$ cat config.mk
export PLATFORM = sky130hd
export DESIGN_NAME = ddo_mul
export DESIGN_NICKNAME = d
export VERILOG_FILES = /design/src/hw/rtl/ddo_pkg.sv /design/src/hw/rtl/ddo_mul.sv
export SDC_FILE = /design/constraint.sdc
export NUM_CORES = 2
export LEC_CHECK = 0
export BUFFER_PORTS_ARGS = -buffer_cell sky130_fd_sc_hd__clkbuf_2
export CAP_MARGIN = 30
export CORE_UTILIZATION = 44
export DETAILED_ROUTE_END_ITERATION = 16
export GPL_TIMING_DRIVEN = 0
export SYNTH_ARGS = -nofsm -noshare
export SYNTH_HDL_FRONTEND = slang
export SYNTH_SLANG_ARGS = --single-unit
$ cat constraint.sdc
create_clock -name clk -period 9.36 [get_ports clk]
set_input_delay 0.936 -clock clk [delete_from_list [all_inputs] [get_ports clk]]
set_output_delay 0.936 -clock clk [all_outputs]
set_load 0.01 [all_outputs]
$ cat src/hw/rtl/ddo_pkg.sv
// shared types, constants and helpers for the differential drive odometry block
package ddo_pkg;

    // input opcodes
    typedef enum logic [1:0] {
        OP_SAMPLE    = 2'd0,
        OP_SET_POSE  = 2'd1,
        OP_CLEAR_XY  = 2'd2,
        OP_CLEAR_ALL = 2'd3
    } opcode_t;

    // configuration register indexes
    localparam logic [1:0] CFG_MODE  = 2'd0;
    localparam logic [1:0] CFG_SCALE = 2'd1;
    localparam logic [1:0] CFG_ITW   = 2'd2;

    // configuration reset values
    localparam logic [31:0] SCALE_RESET = 32'd1864171;
    localparam logic [31:0] ITW_RESET   = 32'd62119;

    // shared multiplier operand width and product width
    localparam int MulW  = 34;
    localparam int ProdW = 2 * MulW;

    // division by one million: shift by 6, then multiply by floor(2^45/15625)
    localparam logic [31:0] DIV_RECIP = 32'd2251799813;
    localparam logic [13:0] DIV_ODD   = 14'd15625;
    localparam logic [51:0] DIV_HALF  = 52'd500000;
    localparam int QuoW     = 32;
    localparam int DivSteps = 5;

    // cordic setup
    localparam int CordicSteps = 20;
    localparam logic [32:0] CORDIC_GAIN = 33'h026DD3B6A;
    localparam logic [33:0] TURN32_PER_RAD = 34'd683565276;

    // status of an iterative unit
    typedef struct packed {
        logic busy;
        logic done;
    } unit_status_t;

    // arctangent table, 2^32 units per turn
    function automatic logic [31:0] atan_turn32(input logic [4:0] idx);
        logic [31:0] r;
        case (idx)
            5'd0:    r = 32'h20000000;
            5'd1:    r = 32'h12E4051E;
            5'd2:    r = 32'h09FB385B;
            5'd3:    r = 32'h051111D4;
            5'd4:    r = 32'h028B0D43;
            5'd5:    r = 32'h0145D7E1;
            5'd6:    r = 32'h00A2F61E;
            5'd7:    r = 32'h00517C55;
            5'd8:    r = 32'h0028BE53;
            5'd9:    r = 32'h00145F2F;
            5'd10:   r = 32'h000A2F98;
            5'd11:   r = 32'h000517CC;
            5'd12:   r = 32'h00028BE6;
            5'd13:   r = 32'h000145F3;
            5'd14:   r = 32'h0000A2FA;
            5'd15:   r = 32'h0000517D;
            5'd16:   r = 32'h000028BE;
            5'd17:   r = 32'h0000145F;
            5'd18:   r = 32'h00000A30;
            5'd19:   r = 32'h00000518;
            default: r = 32'h00000000;
        endcase
        return r;
    endfunction

    // clamp a signed value to the 32-bit signed range
    function automatic logic [31:0] sat32(input logic signed [36:0] v);
        logic signed [36:0] hi;
        logic signed [36:0] lo;
        logic [31:0] r;
        hi = 37'sh0_7FFF_FFFF;
        lo = -37'sh0_8000_0000;
        if (v > hi)
            r = 32'h7FFF_FFFF;
        else if (v < lo)
            r = 32'h8000_0000;
        else
            r = v[31:0];
        return r;
    endfunction

endpackage

$ cat src/hw/rtl/ddo_mul.sv
// shared signed multiplier with registered product
module ddo_mul
    import ddo_pkg::*;
(
    input  logic                    clk,
    input  logic                    go,
    input  logic signed [MulW-1:0]  a,
    input  logic signed [MulW-1:0]  b,
    output logic [ProdW-1:0]        p
);

    logic [ProdW-1:0] p_reg;

    // product holds until the next issue
    always_ff @(posedge clk)
    begin
        if (go)
        begin
            p_reg <= a * b;
        end
    end

    assign p = p_reg;

endmodule

# Word-level counts from Yosys, hierarchy flattened
# Index checks and enable logic that the tools add are counted.
[totals]
register_bits = 68
input_bits = 70
elab_cells = 2
[classes]
mul = 1
[op_table]
columns = ["op", "n"]
rows = [
  ["$mul A34 B34 Y68", 1],
]

# Longest topological paths before layout
[depth]
ltp_word = 1
mapped_depth = 31

# Least setup slack after synthesis
# Ideal clock, no wire load.
[synth_timing]
path_type = "input port to flip-flop"
from = "in a[33]"
to = "reg p_reg[65], in the netlist p[65] (data pin)"
t_arrival_ps = 8298
required_time_ps = 9097
setup_slack_ps = 799
stages = 24
n_path_buf = 2
path_cell_list = "clkbuf_1 > nand2_1 > inv_1 > fa_1 > fa_1 > fa_1 > fa_1 > inv_1 > fa_1 > fa_1 > fa_1 > fa_1 > inv_1 > ha_1 > clkdlybuf4s50_2 > nand3_1 > or2_2 > nor2_1 > a221oi_1 > o21ai_0 > a31oi_2 > nor2_2 > o41ai_2 > xnor2_1"
[synth_between]
elab_chain_cells = 1
[synth_lines]
columns = ["item", "line", "rtl"]
rows = [
  ["start, declared", "ddo_mul.sv:7", "input logic signed [MulW-1:0] a,"],
  ["$mul A34 B34 Y68", "ddo_mul.sv:19", "p_reg <= a * b;"],
  ["end signal, assigned", "ddo_mul.sv:19", ""],
  ["end, declared", "ddo_mul.sv:12", "logic [ProdW-1:0] p_reg;"],
]
# No other way between the ends.
# A chain may end at the register's enable or synchronous reset.

# Final worst setup path
[layout_timing]
from = "in b[33]"
to = "reg p_reg[67], in the netlist p[67] (data pin)"
[layout_between]
elab_chain_cells = 1
[layout_lines]
columns = ["item", "line", "rtl"]
rows = [
  ["start, declared", "ddo_mul.sv:8", "input logic signed [MulW-1:0] b,"],
  ["$mul A34 B34 Y68", "ddo_mul.sv:19", ""],
]
# No other way between the ends.

==> qor.txt <==
TritonCTS buffer count -> 9
port buffer count -> 131
Hold Buf Count CTS -> 0
CP Launch Type -> primary input
slowest cell on the critical path -> fa_1
share of layout cells above drive strength 1 -> 6.36%
DR pass1 iterations -> 6
nets -> 6,240
first-pass GRT wire length -> 236,000 um
DR top layer -> met5
drt total wl -> 162,000 um
Area Overhead vs Synth -> 7.48%
most frequent cells in the layout -> 1,237 x fa_1, 1,231 x inv_1, 621 x and2_1
Hold WS -> 0.995 ns
Ports -> 138
Tot GR Track Use -> 33.5%
final core utilization -> 47.7%
pin count of the biggest net entering global routing -> 54
initial antenna violation count -> 24
Place WS -> -1.16 ns
Initial Util -> 44.4%
Critical Path Source -> b[33]
Final Cell Area -> 0.0470 mm^2
Hold Crit Class -> primary input to flop
die width -> 317 um
setup violators final -> 0
DP Area -> 0.0464 mm^2
Post-DP HPWL -> 140,000 um
outcome -> complete, no violations
Routed Antenna Nets -> 0
Mapped Nets -> 6,069
Fillers -> 9,641
Syn Area/Cell -> 9.60 um^2
vias in the first global route -> 35,200
Setup crit end -> p[67]$_DFFE_PP_
DRC -> 0
asr flop ratio synth -> 0%
WL met2 -> 75,700 um
Placer Congestion -> 1.03
Rows -> 115
max reg flops -> 68
Critical Path AT -> 9.31 ns
CTS sink cnt -> 68
Slew @ Worst Pin -> 1.11 ns
number of failing hold endpoints at the final stage -> 0
crit-path max FO -> 10
clk slew on worst S/H paths -> 0.07 ns
Top cell by count, worst path -> fa_1
synthesized flop and latch total -> 68
Crit path largest cell delay -> 0.64 ns
mapped cell area -> 0.0437 mm^2
most common cell after layout, fill and taps aside -> fa_1
grt ovf -> 0
root buf cell -> clkbuf_16
htree depth -> 3
die height -> 317 um
Cell variety after synth -> 69
crit share post-route -> 98.1%
EDFF count, synth -> 68
largest area contributor in the netlist -> fa_1
crit path time final -> 9.19 ns
clock buffer depth -> 2
Post-Synthesis Cells -> 4,554
total number of vias -> 32,400
kind of critical path -> primary input to flop
CTS tree -> yes
number of synthesis warnings -> 0
Core Area -> 0.0984 mm^2
Critical Path End Type -> flop
via/cell ratio -> 5.36
top cells by area, synth -> fa_1 57%, inv_1 11%, and2_1 8.9%
Required @ worst endpoint -> 9.48 ns
number of max-cap violations -> 0
DRT iter0 DRCs -> 2,596
fin. max-slew vios -> 0
setup ws final -> 0.174 ns
DR WL met3 -> 13,400 um
ys flop type -> edfxtp_1
wl on met1 -> 58,300 um
WL/cell -> 26.8 um
max_slew headroom -> 26.2%
top-area cell type share of the netlist area -> 56.8%
die area -> 0.101 mm^2
Seq/Total Area, Yosys -> 4.67%
fmax -> 109 MHz
[logic make-up (layout without fill, tap and decap cells)]
logic type      count (synthesis)  after routing  synth area share, %
buf+inv                      1460           1636                 12.6
fa+ha+maj                    1445           1445                 62.7
simple gates                 1296           1296                 15.1
compound gates                206            206                 3.29
xor+xnor                       79             79                 1.58
flops                          68             68                 4.67
other cells                     0             18                    0
[layer usage]
layer	vias up	GRT usage, %
li1	13200	-
met1	17000	40.8
met2	1586	54.4
met3	558	5.96
met4	6	22.9
met5	-	0
[timing repair]
item / CTS / global route
pin swaps: 0 / 1
buffers inserted: 0 / 2
setup endpoints to repair: 26 / 12
resized for setup: 26 / 146
[worst max-delay path: cells and delay by family]
kind                       cells  cell delay (ns)
AOI/OAI and AO/OA              5             1.01
xor gates and xnor gates       1             0.13
adders and majority gates      9             4.34
buffers and inverters          7             1.63
and+or+nand+nor                5             1.23
[cells in the mapped netlist, types with 3 or more instances]
cell	n
o21a_1	4
fa_1	1241
nand3_1	11
nand2_1	542
nand2b_1	20
or2_2	4
o21ai_0	31
buf_4	4
nor2_1	54
edfxtp_1	68
a221oi_1	3
inv_1	1231
nand4_1	11
xnor2_1	56
and3_2	3
o21ai_1	7
clkbuf_1	214
o41ai_2	3
nor3_1	5
and3_1	5
o21bai_1	12
xor2_1	23
and2_1	621
a21oi_1	61
a21o_1	37
nor2b_1	9
o41ai_1	3
o211ai_1	3
a31oi_1	7
ha_1	204
a211oi_1	6
[worst min-delay path by stage]
stage	from	end	slack (ns)	depth (start not counted)
final	go	p[14]$_DFFE_PP_	1.0	1
after global routing	go	p[22]$_DFFE_PP_	0.99	1
after CTS	go	p[14]$_DFFE_PP_	0.99	1
after detailed placement	p[26]$_DFFE_PP_	p[26]	1.35	1
after global placement	p[17]$_DFFE_PP_	p[17]	1.35	1
after floorplan	go	p[0]$_DFFE_PP_	1.05	0
[final cells by class]
type / count / area (um^2) / share of cell area, %
Sequential cell: 68 / 2040 / 4.35
Clock inverter: 7 / 73.8 / 0.157
Antenna cell: 18 / 45.0 / 0.0959
Buffer: 226 / 1010 / 2.14
Inverter: 1232 / 4630 / 9.85
Timing Repair Buffer: 162 / 1170 / 2.49
Tap cell: 1287 / 1610 / 3.43
Clock buffer: 9 / 225 / 0.479
Multi-Input combinational cell: 3026 / 36200 / 77.0
[through the flow]
step / cells / TNS (ns)
after global placement: 5972 / -20.49
after floorplan: 4554 / 0
after global routing: 6019 / -0.0229
after CTS: 6013 / 0
after detailed placement: 5998 / -22.01
final: 6035 / 0
Power is not shown: default switching activity piles up to over one toggle a cycle in this logic, so the estimate is an artifact.
