--- src/hw/rtl/ddo_pkg.sv ---
// shared types, constants and helpers for the differential drive odometry block
package ddo_pkg;

    // input opcodes
    typedef enum logic [1:0] {
        OP_SAMPLE    = 2'd0,
        OP_SET_POSE  = 2'd1,
        OP_CLEAR_XY  = 2'd2,
        OP_CLEAR_ALL = 2'd3
    } opcode_t;

    // configuration register indexes
    localparam logic [1:0] CFG_MODE  = 2'd0;
    localparam logic [1:0] CFG_SCALE = 2'd1;
    localparam logic [1:0] CFG_ITW   = 2'd2;

    // configuration reset values
    localparam logic [31:0] SCALE_RESET = 32'd1864171;
    localparam logic [31:0] ITW_RESET   = 32'd62119;

    // shared multiplier operand width and product width
    localparam int MulW  = 34;
    localparam int ProdW = 2 * MulW;

    // division by one million: shift by 6, then multiply by floor(2^45/15625)
    localparam logic [31:0] DIV_RECIP = 32'd2251799813;
    localparam logic [13:0] DIV_ODD   = 14'd15625;
    localparam logic [51:0] DIV_HALF  = 52'd500000;
    localparam int QuoW     = 32;
    localparam int DivSteps = 5;

    // cordic setup
    localparam int CordicSteps = 20;
    localparam logic [32:0] CORDIC_GAIN = 33'h026DD3B6A;
    localparam logic [33:0] TURN32_PER_RAD = 34'd683565276;

    // status of an iterative unit
    typedef struct packed {
        logic busy;
        logic done;
    } unit_status_t;

    // arctangent table, 2^32 units per turn
    function automatic logic [31:0] atan_turn32(input logic [4:0] idx);
        logic [31:0] r;
        case (idx)
            5'd0:    r = 32'h20000000;
            5'd1:    r = 32'h12E4051E;
            5'd2:    r = 32'h09FB385B;
            5'd3:    r = 32'h051111D4;
            5'd4:    r = 32'h028B0D43;
            5'd5:    r = 32'h0145D7E1;
            5'd6:    r = 32'h00A2F61E;
            5'd7:    r = 32'h00517C55;
            5'd8:    r = 32'h0028BE53;
            5'd9:    r = 32'h00145F2F;
            5'd10:   r = 32'h000A2F98;
            5'd11:   r = 32'h000517CC;
            5'd12:   r = 32'h00028BE6;
            5'd13:   r = 32'h000145F3;
            5'd14:   r = 32'h0000A2FA;
            5'd15:   r = 32'h0000517D;
            5'd16:   r = 32'h000028BE;
            5'd17:   r = 32'h0000145F;
            5'd18:   r = 32'h00000A30;
            5'd19:   r = 32'h00000518;
            default: r = 32'h00000000;
        endcase
        return r;
    endfunction

    // clamp a signed value to the 32-bit signed range
    function automatic logic [31:0] sat32(input logic signed [36:0] v);
        logic signed [36:0] hi;
        logic signed [36:0] lo;
        logic [31:0] r;
        hi = 37'sh0_7FFF_FFFF;
        lo = -37'sh0_8000_0000;
        if (v > hi)
            r = 32'h7FFF_FFFF;
        else if (v < lo)
            r = 32'h8000_0000;
        else
            r = v[31:0];
        return r;
    endfunction

endpackage

--- src/hw/rtl/ddo_div.sv ---
// divider by one million through reciprocal multiplication, rounding halves away from zero
module ddo_div
    import ddo_pkg::*;
(
    input  logic          clk,
    input  logic          rst_n,
    input  logic          start,
    input  logic [51:0]   num_mag,
    input  logic          num_neg,
    output logic [32:0]   quo,
    output unit_status_t  status
);

    logic [45:0]     m_reg;
    logic [54:0]     lo_reg;
    logic [54:0]     hi_reg;
    logic [QuoW-1:0] q_reg;
    logic [45:0]     qm_reg;
    logic            neg_reg;
    logic [2:0]      cnt_reg;
    logic            busy_reg;
    logic            done_reg;
    logic [51:0]     biased;
    logic [77:0]     acc;
    logic [45:0]     rem;
    logic [QuoW-1:0] q_fix;

    assign biased = num_mag + DIV_HALF;
    assign acc    = {hi_reg, 23'd0} + {23'd0, lo_reg};
    assign rem    = m_reg - qm_reg;

    // estimate is at most two below the true quotient
    always_comb
    begin
        if (rem >= {31'd0, DIV_ODD, 1'b0})
            q_fix = q_reg + 32'd2;
        else if (rem >= {32'd0, DIV_ODD})
            q_fix = q_reg + 32'd1;
        else
            q_fix = q_reg;
    end

    // control: fixed step count
    always_ff @(posedge clk or negedge rst_n)
    begin
        if (!rst_n)
        begin
            busy_reg <= 1'b0;
            done_reg <= 1'b0;
            cnt_reg  <= '0;
        end
        else
        begin
            done_reg <= busy_reg && (cnt_reg == 3'(DivSteps - 1));
            if (start)
            begin
                busy_reg <= 1'b1;
                cnt_reg  <= '0;
            end
            else if (busy_reg)
            begin
                cnt_reg <= cnt_reg + 3'd1;
                if (cnt_reg == 3'(DivSteps - 1))
                    busy_reg <= 1'b0;
            end
        end
    end

    // datapath: split product, estimate, back-multiply, correct
    always_ff @(posedge clk)
    begin
        if (start)
        begin
            m_reg   <= biased[51:6];
            neg_reg <= num_neg;
        end
        else if (busy_reg)
        begin
            case (cnt_reg)
                3'd0:    lo_reg <= {32'd0, m_reg[22:0]} * {23'd0, DIV_RECIP};
                3'd1:    hi_reg <= {32'd0, m_reg[45:23]} * {23'd0, DIV_RECIP};
                3'd2:    q_reg  <= acc[76:45];
                3'd3:    qm_reg <= {14'd0, q_reg} * {32'd0, DIV_ODD};
                3'd4:    q_reg  <= q_fix;
                default: ;
            endcase
        end
    end

    assign quo    = neg_reg ? -{1'b0, q_reg} : {1'b0, q_reg};
    assign status = '{busy: busy_reg, done: done_reg};

endmodule

--- config.mk ---
export PLATFORM = sky130hd
export DESIGN_NAME = ddo_div
export DESIGN_NICKNAME = d
export VERILOG_FILES = /design/src/hw/rtl/ddo_pkg.sv /design/src/hw/rtl/ddo_div.sv
export SDC_FILE = /design/constraint.sdc
export NUM_CORES = 2
export LEC_CHECK = 0
export BUFFER_PORTS_ARGS = -buffer_cell sky130_fd_sc_hd__buf_2
export CORE_ASPECT_RATIO = 1.25
export CORE_UTILIZATION = 40
export DETAILED_ROUTE_END_ITERATION = 10
export HOLD_SLACK_MARGIN = 0.03
export MAX_ROUTING_LAYER = met4
export PLACE_DENSITY = 0.6
export SETUP_SLACK_MARGIN = 0.5
export SLEW_MARGIN = 5
export SYNTH_ARGS = -nofsm -noshare
export SYNTH_HDL_FRONTEND = slang
export SYNTH_SLANG_ARGS = --single-unit
--- constraint.sdc ---
create_clock -name clk -period 9.8 [get_ports clk]
set_clock_uncertainty 0.2 [all_clocks]
set_input_delay 0.49 -clock clk [delete_from_list [all_inputs] [get_ports clk]]
set_output_delay 0.49 -clock clk [all_outputs]
set_load 0.01 [all_outputs]
# --- After elaboration in Yosys (flattened, before gate mapping) ---
# Index checks and enable logic that the tools add are counted.
word_totals:
  register_bits: 239
  output_inout_bits: 35
op_classes:
  add_sub_neg: 7
  n_mul: 3
  n_lt_le_gt_ge: 2
  n_eq_ne: 5
  n_mux: 9
  bitwise_logic: 1
  n_reduce_logical: 8
ops:
  columns: ["op", "count"]
  rows:
  - ["adder 77 x 55 -> 77 bit", 1]
  - ["2-to-1 mux 32 bit", 2]
  - ["case mux 32 bit (2 select lines)", 1]
  - ["multiplier 23 x 32 -> 55 bit, second input constant", 1]
  - ["multiplier 23 x 32 -> 54 bit, second input constant", 1]
  - ["adder 52 x 19 -> 52 bit, second input constant", 1]
  - ["greater-or-equal comparator 46 x 14 -> 1 bit, second input constant", 1]
  - ["greater-or-equal comparator 46 x 15 -> 1 bit, second input constant", 1]
  - ["multiplier 32 x 14 -> 46 bit, second input constant", 1]
  - ["subtractor 46 bit", 1]
  - ["2-to-1 mux 33 bit", 1]
  - ["negation 32 -> 33 bit", 1]
  - ["adder 32 x 1 -> 32 bit, second input constant", 1]
  - ["adder 32 x 2 -> 32 bit, second input constant", 1]
  - ["AND reduction 3 bit", 3]
  - ["equality test 3 x 2 -> 1 bit, second input constant", 2]
  - ["2-to-1 mux 3 bit", 2]
  - ["AND reduction 4 bit", 1]
  - ["nonzero test 2 bit", 2]
  - ["adder 3 x 1 -> 3 bit, second input constant", 1]
  - ["equality test 3 x 1 -> 1 bit, second input constant", 1]
  - ["equality test 3 bit, second input constant", 1]
  - ["logical NOT 3 bit", 1]
  - ["2-to-1 mux 1 bit", 3]
  - ["3 further kinds", 3]

# --- Logic depth before layout (Yosys ltp) ---
depth:
  ltp_word: 5
  mapped_depth: 29

# --- Worst setup path after synthesis ---
# No wires, ideal clock.
synth_timing:
  kind: "flip-flop to flip-flop"
  start: "reg m_reg[5]"
  end: "reg lo_reg[54] (data pin)"
  t_arrival_ns: 6.855
  setup_slack_ns: 2.479
  path_stages_with_launch: 27
  path_buffers: 0
  cell_sequence: "edfxtp_1 inv_1 fa_1 inv_1 fa_1 inv_1 fa_1 inv_1 fa_1 fa_1 fa_1 inv_1 fa_1 inv_1 ha_1 a21o_1 a21o_1 a21oi_1 nand4_1 o211a_1 a311o_1 nand3_1 a31oi_1 and3_1 o221a_2 o41ai_1 xnor2_1"
synth_between:
  elab_chain_cells: 1
synth_lines:
  columns: ["element", "line_no", "rtl"]
  rows:
  - ["from (decl)", "ddo_div.sv:14", "logic [45:0] m_reg;"]
  - ["from (signal assigned)", "ddo_div.sv:74", "m_reg <= biased[51:6];"]
  - ["multiplier 23 x 32 -> 55 bit", "ddo_div.sv:80", "3'd0: lo_reg <= {32'd0, m_reg[22:0]} * {23'd0, DIV_RECIP};"]
  - ["to (signal assigned)", "ddo_div.sv:80", null]
  - ["to (decl)", "ddo_div.sv:15", "logic [54:0] lo_reg;"]
# Every way passes these cells.
# A chain may end at the register's enable or synchronous reset.

# --- Worst setup path in the final report ---
layout_timing:
  start: "reg m_reg[4]"
  end: "reg lo_reg[54] (data pin)"
# Same word-level chain as after synthesis.

==> metrics.txt <==
status finished clean; core area approximately 100000 sq um; largest net degree at the start of global routing 55; final wirelength roughly 110 mm; Peak Freq 117 MHz; area delta synth->final 8.75%; I/O Buffers 85; detailed-router iteration count before antenna repair 5; clock buffer count from CTS 30; Cells after Synth 4095; CTS tree built; placed cell area 43500 sq um; Residual DRC 0; H-tree depth 1; die height ~360 um; wire per inst a little under 20 um; crit start category flop; final instance area 45000 sq um; CP endpoint kind flop; dominant cell type by area after synthesis fa_1; Syn Area/Cell a little over 10 sq um; Root Driver clkbuf_16; Min-Delay Path Class primary input to flop; Max-slew headroom 0.347; yosys warns 0; CP max FO 7; # setup viols final 0; RSZ-0062 raised after global routing no; CP required 9.95 ns; Final Net Count approximately 5700; EDFF count, synth 211; worst-path cell with the longest stage delay edfxtp_1; global-route wire length before repair 169 mm; R2R setup slack 1.28 ns; kind of critical path flop to flop; ranking of synthesized cells by area fa_1, ha_1, edfxtp_1, inv_1, xnor2_1; sequential fraction of the synthesis area 0.156; max reg flops 54; Starting Density 0.405; max-slew violations 0; max-capacitance violation count 0; CP Data Arrival Time 8.67 ns; number of global-route vias before repair between 30000 and 40000; # fillers 9859; Placement Rows 131; HPWL after DPL 92.1 mm; Final period util 0.870; Async SR Flop Fraction 0.0231; Least-Margin Pin Slew around 0.97 ns; clk slew on worst S/H paths 0.06 ns; initial antenna violation count 7; Placer Congestion 0.961; Tmin final 8.52 ns; Distinct cells, synth 87; Clock Path Buffers 3; DIE WIDTH 290 um; total global-route track usage 0.217; DRT antenna net count 0; DR vias/cell 5.17; syn_nets around 5500; CTS sink count 216; Worst Path Buf+Inv 4; main flop type after synthesis edfxtp_1; I/O pin total 91; hold_ws 0.0671 ns; post-synth top area share 0.278; Final TNS setup 0 ns; most used cell along the critical path fa_1; Die ar. approximately 100000 sq um; CTS hold repair buffers 44; worst skew pair latency 0.64 ns; Resized cells post-CTS 0; DRT iter0 DRCs 1409; final core area utilization 0.440; fraction of layout cells with a size suffix above 1 0.0508; #FFs+latches synth 216; Top delay family on crit path adder cells; Post-CTS Repair Setup Buffers 0; final hold violations 0; Vias just under 30000; Synth Cell Area 41400 sq um; grt ovf 0; CP peak stage delay 0.75 ns
## placed cells by master, fill, tap and decap left out, types with 8 or more instances in the layout
cell type      instances
inv_1                956
ha_1                 810
fa_1                 574
edfxtp_1             211
xnor2_1              191
a21oi_1              163
nor2_1               153
nand2_1              148
a21o_1                97
o21ai_0               85
buf_2                 85
nand3_1               73
xor2_1                69
nor3_1                51
and3_1                47
dlygate4sd3_1         44
nand4_1               39
o21a_1                35
nand2b_1              35
clkbuf_16             30
a31oi_1               28
buf_4                 25
o211ai_1              23
o21bai_1              19
or3_1                 18
nor2b_1               17
a211oi_1              16
or2_2                 15
and2_1                14
nor4_1                12
o31ai_1               10
and4_1                 8
or4_2                  8
## synth_stat cells, types with 39 or more instances
master,number
inv_1,956
ha_1,810
fa_1,574
edfxtp_1,211
xnor2_1,191
a21oi_1,164
nor2_1,154
nand2_1,148
a21o_1,97
o21ai_0,85
nand3_1,73
xor2_1,69
nor3_1,51
and3_1,47
nand4_1,39
## cell type report
class,count,area (sq um),area share
well taps,1330,1660,0.0370
multi-input cells,2887,31200,0.692
diodes,4,10.0,0.000222
clock buffers,31,754,0.0168
inverters,956,3590,0.0797
flip-flops and latches,216,6460,0.144
repair buffers,154,1050,0.0234
clock inverters,24,318,0.00706
## worst paths after layout
kind,start,end,cells after the start
worst max-delay path,m_reg[4],lo_reg[54],25
worst min-delay path,num_mag[48],m_reg[42],2
worst max register to register,m_reg[4],lo_reg[54],25
worst min register to register,cnt_reg[1],cnt_reg[1],2
max in group asynchronous,rst_n,cnt_reg[1],3
min in group asynchronous,rst_n,done_reg,3
## per-layer routing
metal,track usage,wire length [um]
met2,0.377,54600
met4,0.0743,4000
met5,-,0
met1,0.263,45900
met3,0.0158,3420
## metrics by stage
step | worst slack, ns | cells
floorplan | 2.48 | 4095
CTS | 1.30 | 5598
finish | 1.28 | 5602
global placement | 1.39 | 5499
detailed placement | 1.30 | 5499
global route | 0.796 | 5601
## kinds of logic (layout without fill, tap and decap cells)
kind of cell,after synthesis,in the layout,synth area share
AOI/OAI and AO/OA,573,573,0.0922
other,0,4,0
muxes,11,11,0.00305
xor gates and xnor gates,260,260,0.0550
buffers and inverters,992,1165,0.0917
and+or+nand+nor,659,659,0.0797
adders and majority gates,1384,1384,0.522
DFF,216,216,0.156
Power is left out: the tool's default activity adds up to more than one toggle a clock period on the data nets, which glitch-free logic cannot reach.
