File: config.mk
export PLATFORM = sky130hd
export DESIGN_NAME = ddo_cordic
export DESIGN_NICKNAME = d
export VERILOG_FILES = /design/src/hw/rtl/ddo_pkg.sv /design/src/hw/rtl/ddo_cordic.sv
export SDC_FILE = /design/constraint.sdc
export NUM_CORES = 1
export LEC_CHECK = 0
export BUFFER_PORTS_ARGS = -buffer_cell sky130_fd_sc_hd__buf_2
export CAP_MARGIN = 5
export CORE_MARGIN = 5
export CORE_UTILIZATION = 45
export CTS_BUF_LIST = sky130_fd_sc_hd__clkbuf_8
export DETAILED_ROUTE_END_ITERATION = 6
export PLACE_DENSITY = 0.75
export REMOVE_ABC_BUFFERS = 1
export SLEW_MARGIN = 20
export SYNTH_ARGS = -nofsm -noshare
export SYNTH_HDL_FRONTEND = slang
export SYNTH_SLANG_ARGS = --single-unit
File: constraint.sdc
create_clock -name clk -period 5.4 [get_ports clk]
set_clock_uncertainty 0.15 [all_clocks]
set_input_delay 1.08 -clock clk [delete_from_list [all_inputs] [get_ports clk]]
set_output_delay 1.08 -clock clk [all_outputs]
set_load 0.005 [all_outputs]
File: src/hw/rtl/ddo_pkg.sv
// shared types, constants and helpers for the differential drive odometry block
package ddo_pkg;

    // input opcodes
    typedef enum logic [1:0] {
        OP_SAMPLE    = 2'd0,
        OP_SET_POSE  = 2'd1,
        OP_CLEAR_XY  = 2'd2,
        OP_CLEAR_ALL = 2'd3
    } opcode_t;

    // configuration register indexes
    localparam logic [1:0] CFG_MODE  = 2'd0;
    localparam logic [1:0] CFG_SCALE = 2'd1;
    localparam logic [1:0] CFG_ITW   = 2'd2;

    // configuration reset values
    localparam logic [31:0] SCALE_RESET = 32'd1864171;
    localparam logic [31:0] ITW_RESET   = 32'd62119;

    // shared multiplier operand width and product width
    localparam int MulW  = 34;
    localparam int ProdW = 2 * MulW;

    // division by one million: shift by 6, then multiply by floor(2^45/15625)
    localparam logic [31:0] DIV_RECIP = 32'd2251799813;
    localparam logic [13:0] DIV_ODD   = 14'd15625;
    localparam logic [51:0] DIV_HALF  = 52'd500000;
    localparam int QuoW     = 32;
    localparam int DivSteps = 5;

    // cordic setup
    localparam int CordicSteps = 20;
    localparam logic [32:0] CORDIC_GAIN = 33'h026DD3B6A;
    localparam logic [33:0] TURN32_PER_RAD = 34'd683565276;

    // status of an iterative unit
    typedef struct packed {
        logic busy;
        logic done;
    } unit_status_t;

    // arctangent table, 2^32 units per turn
    function automatic logic [31:0] atan_turn32(input logic [4:0] idx);
        logic [31:0] r;
        case (idx)
            5'd0:    r = 32'h20000000;
            5'd1:    r = 32'h12E4051E;
            5'd2:    r = 32'h09FB385B;
            5'd3:    r = 32'h051111D4;
            5'd4:    r = 32'h028B0D43;
            5'd5:    r = 32'h0145D7E1;
            5'd6:    r = 32'h00A2F61E;
            5'd7:    r = 32'h00517C55;
            5'd8:    r = 32'h0028BE53;
            5'd9:    r = 32'h00145F2F;
            5'd10:   r = 32'h000A2F98;
            5'd11:   r = 32'h000517CC;
            5'd12:   r = 32'h00028BE6;
            5'd13:   r = 32'h000145F3;
            5'd14:   r = 32'h0000A2FA;
            5'd15:   r = 32'h0000517D;
            5'd16:   r = 32'h000028BE;
            5'd17:   r = 32'h0000145F;
            5'd18:   r = 32'h00000A30;
            5'd19:   r = 32'h00000518;
            default: r = 32'h00000000;
        endcase
        return r;
    endfunction

    // clamp a signed value to the 32-bit signed range
    function automatic logic [31:0] sat32(input logic signed [36:0] v);
        logic signed [36:0] hi;
        logic signed [36:0] lo;
        logic [31:0] r;
        hi = 37'sh0_7FFF_FFFF;
        lo = -37'sh0_8000_0000;
        if (v > hi)
            r = 32'h7FFF_FFFF;
        else if (v < lo)
            r = 32'h8000_0000;
        else
            r = v[31:0];
        return r;
    endfunction

endpackage

File: src/hw/rtl/ddo_cordic.sv
// iterative rotation cordic giving cosine and sine in Q2.30
module ddo_cordic
    import ddo_pkg::*;
(
    input  logic                clk,
    input  logic                rst_n,
    input  logic                start,
    input  logic [31:0]         angle,
    output logic signed [32:0]  cs,
    output logic signed [32:0]  sn,
    output unit_status_t        status
);

    logic signed [32:0] x_reg;
    logic signed [32:0] y_reg;
    logic signed [33:0] z_reg;
    logic               flip_reg;
    logic [4:0]         step_reg;
    logic               busy_reg;
    logic               done_reg;
    logic signed [32:0] xs;
    logic signed [32:0] ys;
    logic signed [33:0] at;
    logic               start_flip;
    logic [31:0]        start_z;

    assign xs = x_reg >>> step_reg;
    assign ys = y_reg >>> step_reg;
    assign at = $signed({2'b00, atan_turn32(step_reg)});

    // fold angles in the left half plane by half a turn
    assign start_flip = angle[31] ^ angle[30];
    assign start_z    = {angle[31] ^ start_flip, angle[30:0]};

    // control: one micro-rotation per cycle
    always_ff @(posedge clk or negedge rst_n)
    begin
        if (!rst_n)
        begin
            busy_reg <= 1'b0;
            done_reg <= 1'b0;
            step_reg <= '0;
        end
        else
        begin
            done_reg <= busy_reg && (step_reg == 5'(CordicSteps - 1));
            if (start)
            begin
                busy_reg <= 1'b1;
                step_reg <= '0;
            end
            else if (busy_reg)
            begin
                step_reg <= step_reg + 5'd1;
                if (step_reg == 5'(CordicSteps - 1))
                    busy_reg <= 1'b0;
            end
        end
    end

    // rotation datapath
    always_ff @(posedge clk)
    begin
        if (start)
        begin
            x_reg    <= $signed(CORDIC_GAIN);
            y_reg    <= '0;
            z_reg    <= $signed({{2{start_z[31]}}, start_z});
            flip_reg <= start_flip;
        end
        else if (busy_reg)
        begin
            if (!z_reg[33])
            begin
                x_reg <= x_reg - ys;
                y_reg <= y_reg + xs;
                z_reg <= z_reg - at;
            end
            else
            begin
                x_reg <= x_reg + ys;
                y_reg <= y_reg - xs;
                z_reg <= z_reg + at;
            end
        end
    end

    assign cs     = flip_reg ? -x_reg : x_reg;
    assign sn     = flip_reg ? -y_reg : y_reg;
    assign status = '{busy: busy_reg, done: done_reg};

endmodule

# After elaboration in Yosys (flattened, before gate mapping)
# Memory sizes are Yosys's and may differ from the RTL's.
# Index checks and enable logic that the tools add are counted.
[totals]
output_inout_bits = 68
mem_count = 1
romBits = 960
register_bits = 108
[op_classes]
n_eq_ne = 1
n_shift = 2
reduce_logical = 2
n_mux = 12
addsub = 9
n_bitwise = 2
[mem_list]
columns = ["memory", "depth", "width", "rd", "rd_clocked_by_memory_dff", "write_ports", "line_no", "rtl"]
rows = [
  ["(no name shown)", 32, 30, 1, 0, 0, "ddo_pkg.sv:46", "case (idx)"],
]
[ops]
columns = ["operator", "count"]
rows = [
  ["$mux W33", 4],
  ["$mux W34", 3],
  ["$add A33 B33 Y33", 2],
  ["$neg A33 Y33", 2],
  ["$sshr A33 B5 Y33", 2],
  ["$sub A33 B33 Y33", 2],
  ["$add A34 B33 Y34", 1],
  ["$sub A34 B33 Y34", 1],
  ["$mux W5", 2],
  ["$add A5 B1 Y5 const B", 1],
  ["$eq A5 B5 Y1 const B", 1],
  ["$mux W1", 3],
  ["$reduce_bool A2 Y1", 1],
  ["$xor A1 B1 Y1", 2],
  ["$logic_and A1 B1 Y1", 1],
]

# Longest topological paths before layout
# An unclocked memory read counts as a cell.
[depth]
ltp_word = 5
ltp_mapped = 30

# Worst setup path before layout
# OpenSTA, ideal clock, no wires.
[synth_path]
path_type = "reg2reg"
start = "register step_reg[4]"
end = "register y_reg[32]"
t_required_ns = 5.129
setup_time_ns = 0.121
path_stages_with_launch = 26
t_arrival_ns = 5.673
path_slack_ns = -0.544
path_buffers = 7
path_cell_list = "dfrtp_1 clkbuf_1 clkbuf_1 buf_1 clkbuf_1 clkbuf_1 clkbuf_1 buf_1 nor2_1 nor2_1 ha_1 and3_1 and4_4 and2_1 a31oi_1 xor2_1 ha_1 or3_1 o211ai_1 o211ai_1 a21oi_1 a21oi_1 o31a_1 o31ai_1 nor3b_2 mux2_4"
[synth_via]
elab_chain_cells = 3
[synth_lines]
columns = ["element", "line_no", "rtl"]
rows = [
  ["start, declared", "ddo_cordic.sv:18", "logic [4:0] step_reg;"],
  ["start signal, assigned", "ddo_cordic.sv:54", "step_reg <= step_reg + 5'd1;"],
  ["$sshr A33 B5 Y33 *", "ddo_cordic.sv:27", "assign xs = x_reg >>> step_reg;"],
  ["$add A33 B33 Y33 / $sub A33 B33 Y33 (equally long branches)", "ddo_cordic.sv:76, ddo_cordic.sv:82", ""],
  ["$mux W33 *", "ddo_cordic.sv:73", "if (!z_reg[33])"],
  ["end signal, assigned", "ddo_cordic.sv:76", "y_reg <= y_reg + xs;"],
  ["end signal, assigned", "ddo_cordic.sv:82", "y_reg <= y_reg - xs;"],
  ["end, declared", "ddo_cordic.sv:15", "logic signed [32:0] y_reg;"],
]
# Mark *: on every way between the ends. The rest lies on a longest branch, timed or not.
# A chain may end at the register's enable or synchronous reset.

# Worst setup path after layout
[layout_path]
start = "register step_reg[1]"
end = "register y_reg[22]"
# Same word-level chain as after synthesis.

==> flow_metrics.py <==
metrics = {
    "yosys": {
        "syn_avg_cell_area_um2": 7.729,
        "synth_seq_cells": 108,
        "syn_inst": 2325,
        "yosysSeqAreaShare": 0.1418,
        "yosys_warnings": 0,
        "synth_edf_count": 35,
        "yosysUniqueCellTypes": 103,
        "ys.flop_type": "dfxtp_1",
        "synthArstFlopShare": 0.06481,
        "syn-cell-area_um2": 17970,
    },
    "placed_design": {
        "gp_congestion": 1.066,
        "port_buffers": 102,
        "dp.cells": 3467,
        "hpwl_um": 67810,
        "pre_cts_ws_ns": -0.5158,
    },
    "drt": {
        "avgRoutedWirePerCell_um": 25.48,
        "drc_errors": 0,
        "wl_met3_um": 8671,
        "via_count": 23080,
        "vias_per_cell": 6.392,
        "drt_wl_total_um": 91980,
        "drt_iter0_markers": 2764,
        "dr_wl_met2_um": 40720,
        "top_layer": "met4",
        "first_pass_iters": 6,
        "ant_nets": 0,
        "drt-met1-wl_um": 36680,
    },
    "floorplan": {
        "start_util": 0.4533,
        "core_um2": 39640,
        "row_count": 73,
        "die_h_um": 209.8,
        "die_x_um": 209.8,
        "die_area_um2": 44030,
        "ios": 103,
    },
    "global_route": {
        "grt_max_degree": 85,
        "grt_use_total": 0.3733,
        "grt-ovfl-total": 0,
        "grt_pass1_vias": 21730,
        "grt_pass1_wl_um": 128400,
        "antenna_found_initial": 0,
    },
    "clocking": {
        "cts_buffers": 9,
        "cts_root_buffer": "clkbuf_8",
        "htree_num_levels": 3,
        "clock_path_buffers": 2,
        "cts_tree": "done",
        "path_clk_slew_ns": 0.14,
        "clock_latency_ns": 0.50,
        "cts_sinks": 108,
    },
    "critical_path": {
        "cp_data_arrival_time_ns": 6.07,
        "cp_top_family": "compound AO/OA/AOI/OAI gates",
        "startpoint_type": "register",
        "cp_slowest_stage_delay_ns": 0.56,
        "required_ns": 5.64,
        "crit_buf_inv": 7,
        "criticalPathCategory": "reg2reg",
        "endpoint_kind": "register",
        "crit_fanout": 7,
        "cp_slowest_cell": "mux4_2",
        "crit_path_frequent_cell": "buf_6",
    },
    "final_layout": {
        "fillers": 3144,
        "final_cell_mix": "buf_4 (768), nand2_1 (226), nor2_1 (166)",
        "layout-drive-gt1-share": 0.4431,
        "utilization": 0.6744,
        "stdcell_count": 3610,
        "nNetsFinal": 3229,
        "synthToLayoutAreaGrowth_pct": 48.77,
        "diodes": 0,
        "largest_reg_flops": 34,
        "final_common_cell": "buf_4",
    },
    "pwr": {
        "clock_power_share": 0.028,
        "power_frac_comb": 0.893,
        "p_total_mw": 21.94,
        "peakVddDrop_mv": 0.6730,
        "p_sw_mw": 10.80,
        "p_int_mw": 11.14,
        "p_leak_nw": 12.12,
        "power.share.switching": 0.4922,
        "p_per_area_nw_per_um2": 820.6,
        "p_seq_frac": 0.079,
    },
    "flow_run": {
        "maxCapViolations": 0,
    },
    "sta": {
        "finalSetupViolCount": 32,
        "slew_headroom": 0.3382,
        "setup_ws_ns": -0.4271,
        "drv_slew": 0,
        "period_minus_slack_ns": 5.827,
        "clock.fmax_mhz": 171.6,
        "rsz0062_at_grt": "yes",
        "tightest_slew_ns": 0.9802,
        "period_share": 1.079,
        "hold_viol": 0,
    },
    "outcome": {
        "outcome": "complete, but fails checks",
        "violations": "negative setup slack",
    },
    "worst_hold_path": {
        "hold_class": "in2async",
    },
}
## cell families after synthesis
| kind of cell | after synthesis | synth area share |
|---|---|---|
| simple gates | 709 | 0.1875 |
| mux | 194 | 0.1544 |
| buf+inv | 259 | 0.06357 |
| fa+ha+maj | 114 | 0.08063 |
| xor+xnor | 224 | 0.1099 |
| flops | 108 | 0.1418 |
| compound gates | 717 | 0.2622 |
## path summary, 6_finish.rpt
kind	startpoint	to	slack (ns)	cells past startpoint
setup / recovery	step_reg[1]	y_reg[22]	-0.43	28
setup reg to reg	step_reg[1]	y_reg[22]	-0.43	28
max in group asynchronous	rst_n	step_reg[0]	4.50	1
hold / removal	rst_n	step_reg[2]	0.30	1
hold reg to reg	y_reg[28]	y_reg[28]	0.53	2
min in group clk	y_reg[28]	y_reg[28]	0.53	2
## cell type report
class / instances / area [um2] / share of cell area
clock inverter: 7 / 82.58 / 0.003089
inverter: 64 / 246.5 / 0.009220
multi-input combinational: 1958 / 15740 / 0.5888
timing repair buffer: 939 / 7320 / 0.2738
clock buffer: 9 / 123.9 / 0.004633
tap: 525 / 656.9 / 0.02457
sequential: 108 / 2565 / 0.09594
## routing by layer
layer / GRT usage / vias to the layer above
li1: - / 10140
met2: 0.5943 / 1454
met4: 0.1694 / 0
met1: 0.4938 / 11100
met3: 0.06816 / 381
met5: 0 / -
## cells in the mapped netlist (all sizes together), types with 12 or more instances
| master | number | area, um2 |
|---|---|---|
| dfxtp | 66 | 1321 |
| nor2b | 22 | 137.6 |
| o21a | 21 | 157.7 |
| or3 | 18 | 112.6 |
| ha | 111 | 1389 |
| mux2i | 74 | 740.7 |
| a21o | 50 | 375.4 |
| clkbuf | 113 | 425.4 |
| nor2 | 193 | 724.4 |
| inv | 60 | 225.2 |
| o21ai | 154 | 770.7 |
| and2 | 20 | 128.9 |
| nand2 | 242 | 908.4 |
| buf | 81 | 467.9 |
| xnor2 | 151 | 1323 |
| a31oi | 35 | 219.0 |
| a22o | 12 | 105.1 |
| and3 | 26 | 167.7 |
| o211ai | 24 | 180.2 |
| a22oi | 12 | 90.09 |
| o22ai | 30 | 187.7 |
| nand4 | 12 | 75.07 |
| nand3 | 46 | 230.2 |
| mux2 | 60 | 683.2 |
| edfxtp | 35 | 1051 |
| nor3 | 42 | 220.2 |
| nand2b | 23 | 143.9 |
| or4 | 12 | 90.09 |
| or2 | 17 | 106.4 |
| mux4 | 60 | 1351 |
| xor2 | 72 | 630.6 |
| a211oi | 19 | 142.6 |
| a21oi | 180 | 908.4 |
| o21bai | 14 | 105.1 |
| o31ai | 38 | 285.3 |
## through the flow
| step | cell area (um2) | TNS [ns] | hold WS, ns |
|---|---|---|---|
| 3_5_place_dp | 23830 | -10.43 | 0.4727 |
| 3_3_place_gp | 23830 | -6.937 | 0.4501 |
| 6_report | 26730 | -5.788 | 0.3023 |
| 2_1_floorplan | 17070 | -271.38 | 0.3642 |
| 5_1_grt | 26730 | -13.22 | 0.2961 |
| 4_1_cts | 24980 | -0.5021 | 0.2804 |
## repair_timing
item                       in CTS  in global routing
hold buffers                    0                  0
pin swaps                      48                134
setup endpoints to repair      49                 64
hold endpoints to repair        0                  0
gates cloned                    1                  2
gates resized for setup       123                284
buffers inserted               53                 83
## power groups by stage
stage                     clock network (mW)  registers (mW)  logic (mW)
final                                  0.610            1.74        19.6
after floorplan                            0            1.85        8.91
after global placement                     0            1.71        15.4
after detailed placement                   0            1.71        15.9
after global routing                   0.633            1.75        20.8
after CTS                              0.614            1.69        16.7
Power figures use the tool's default switching activity.
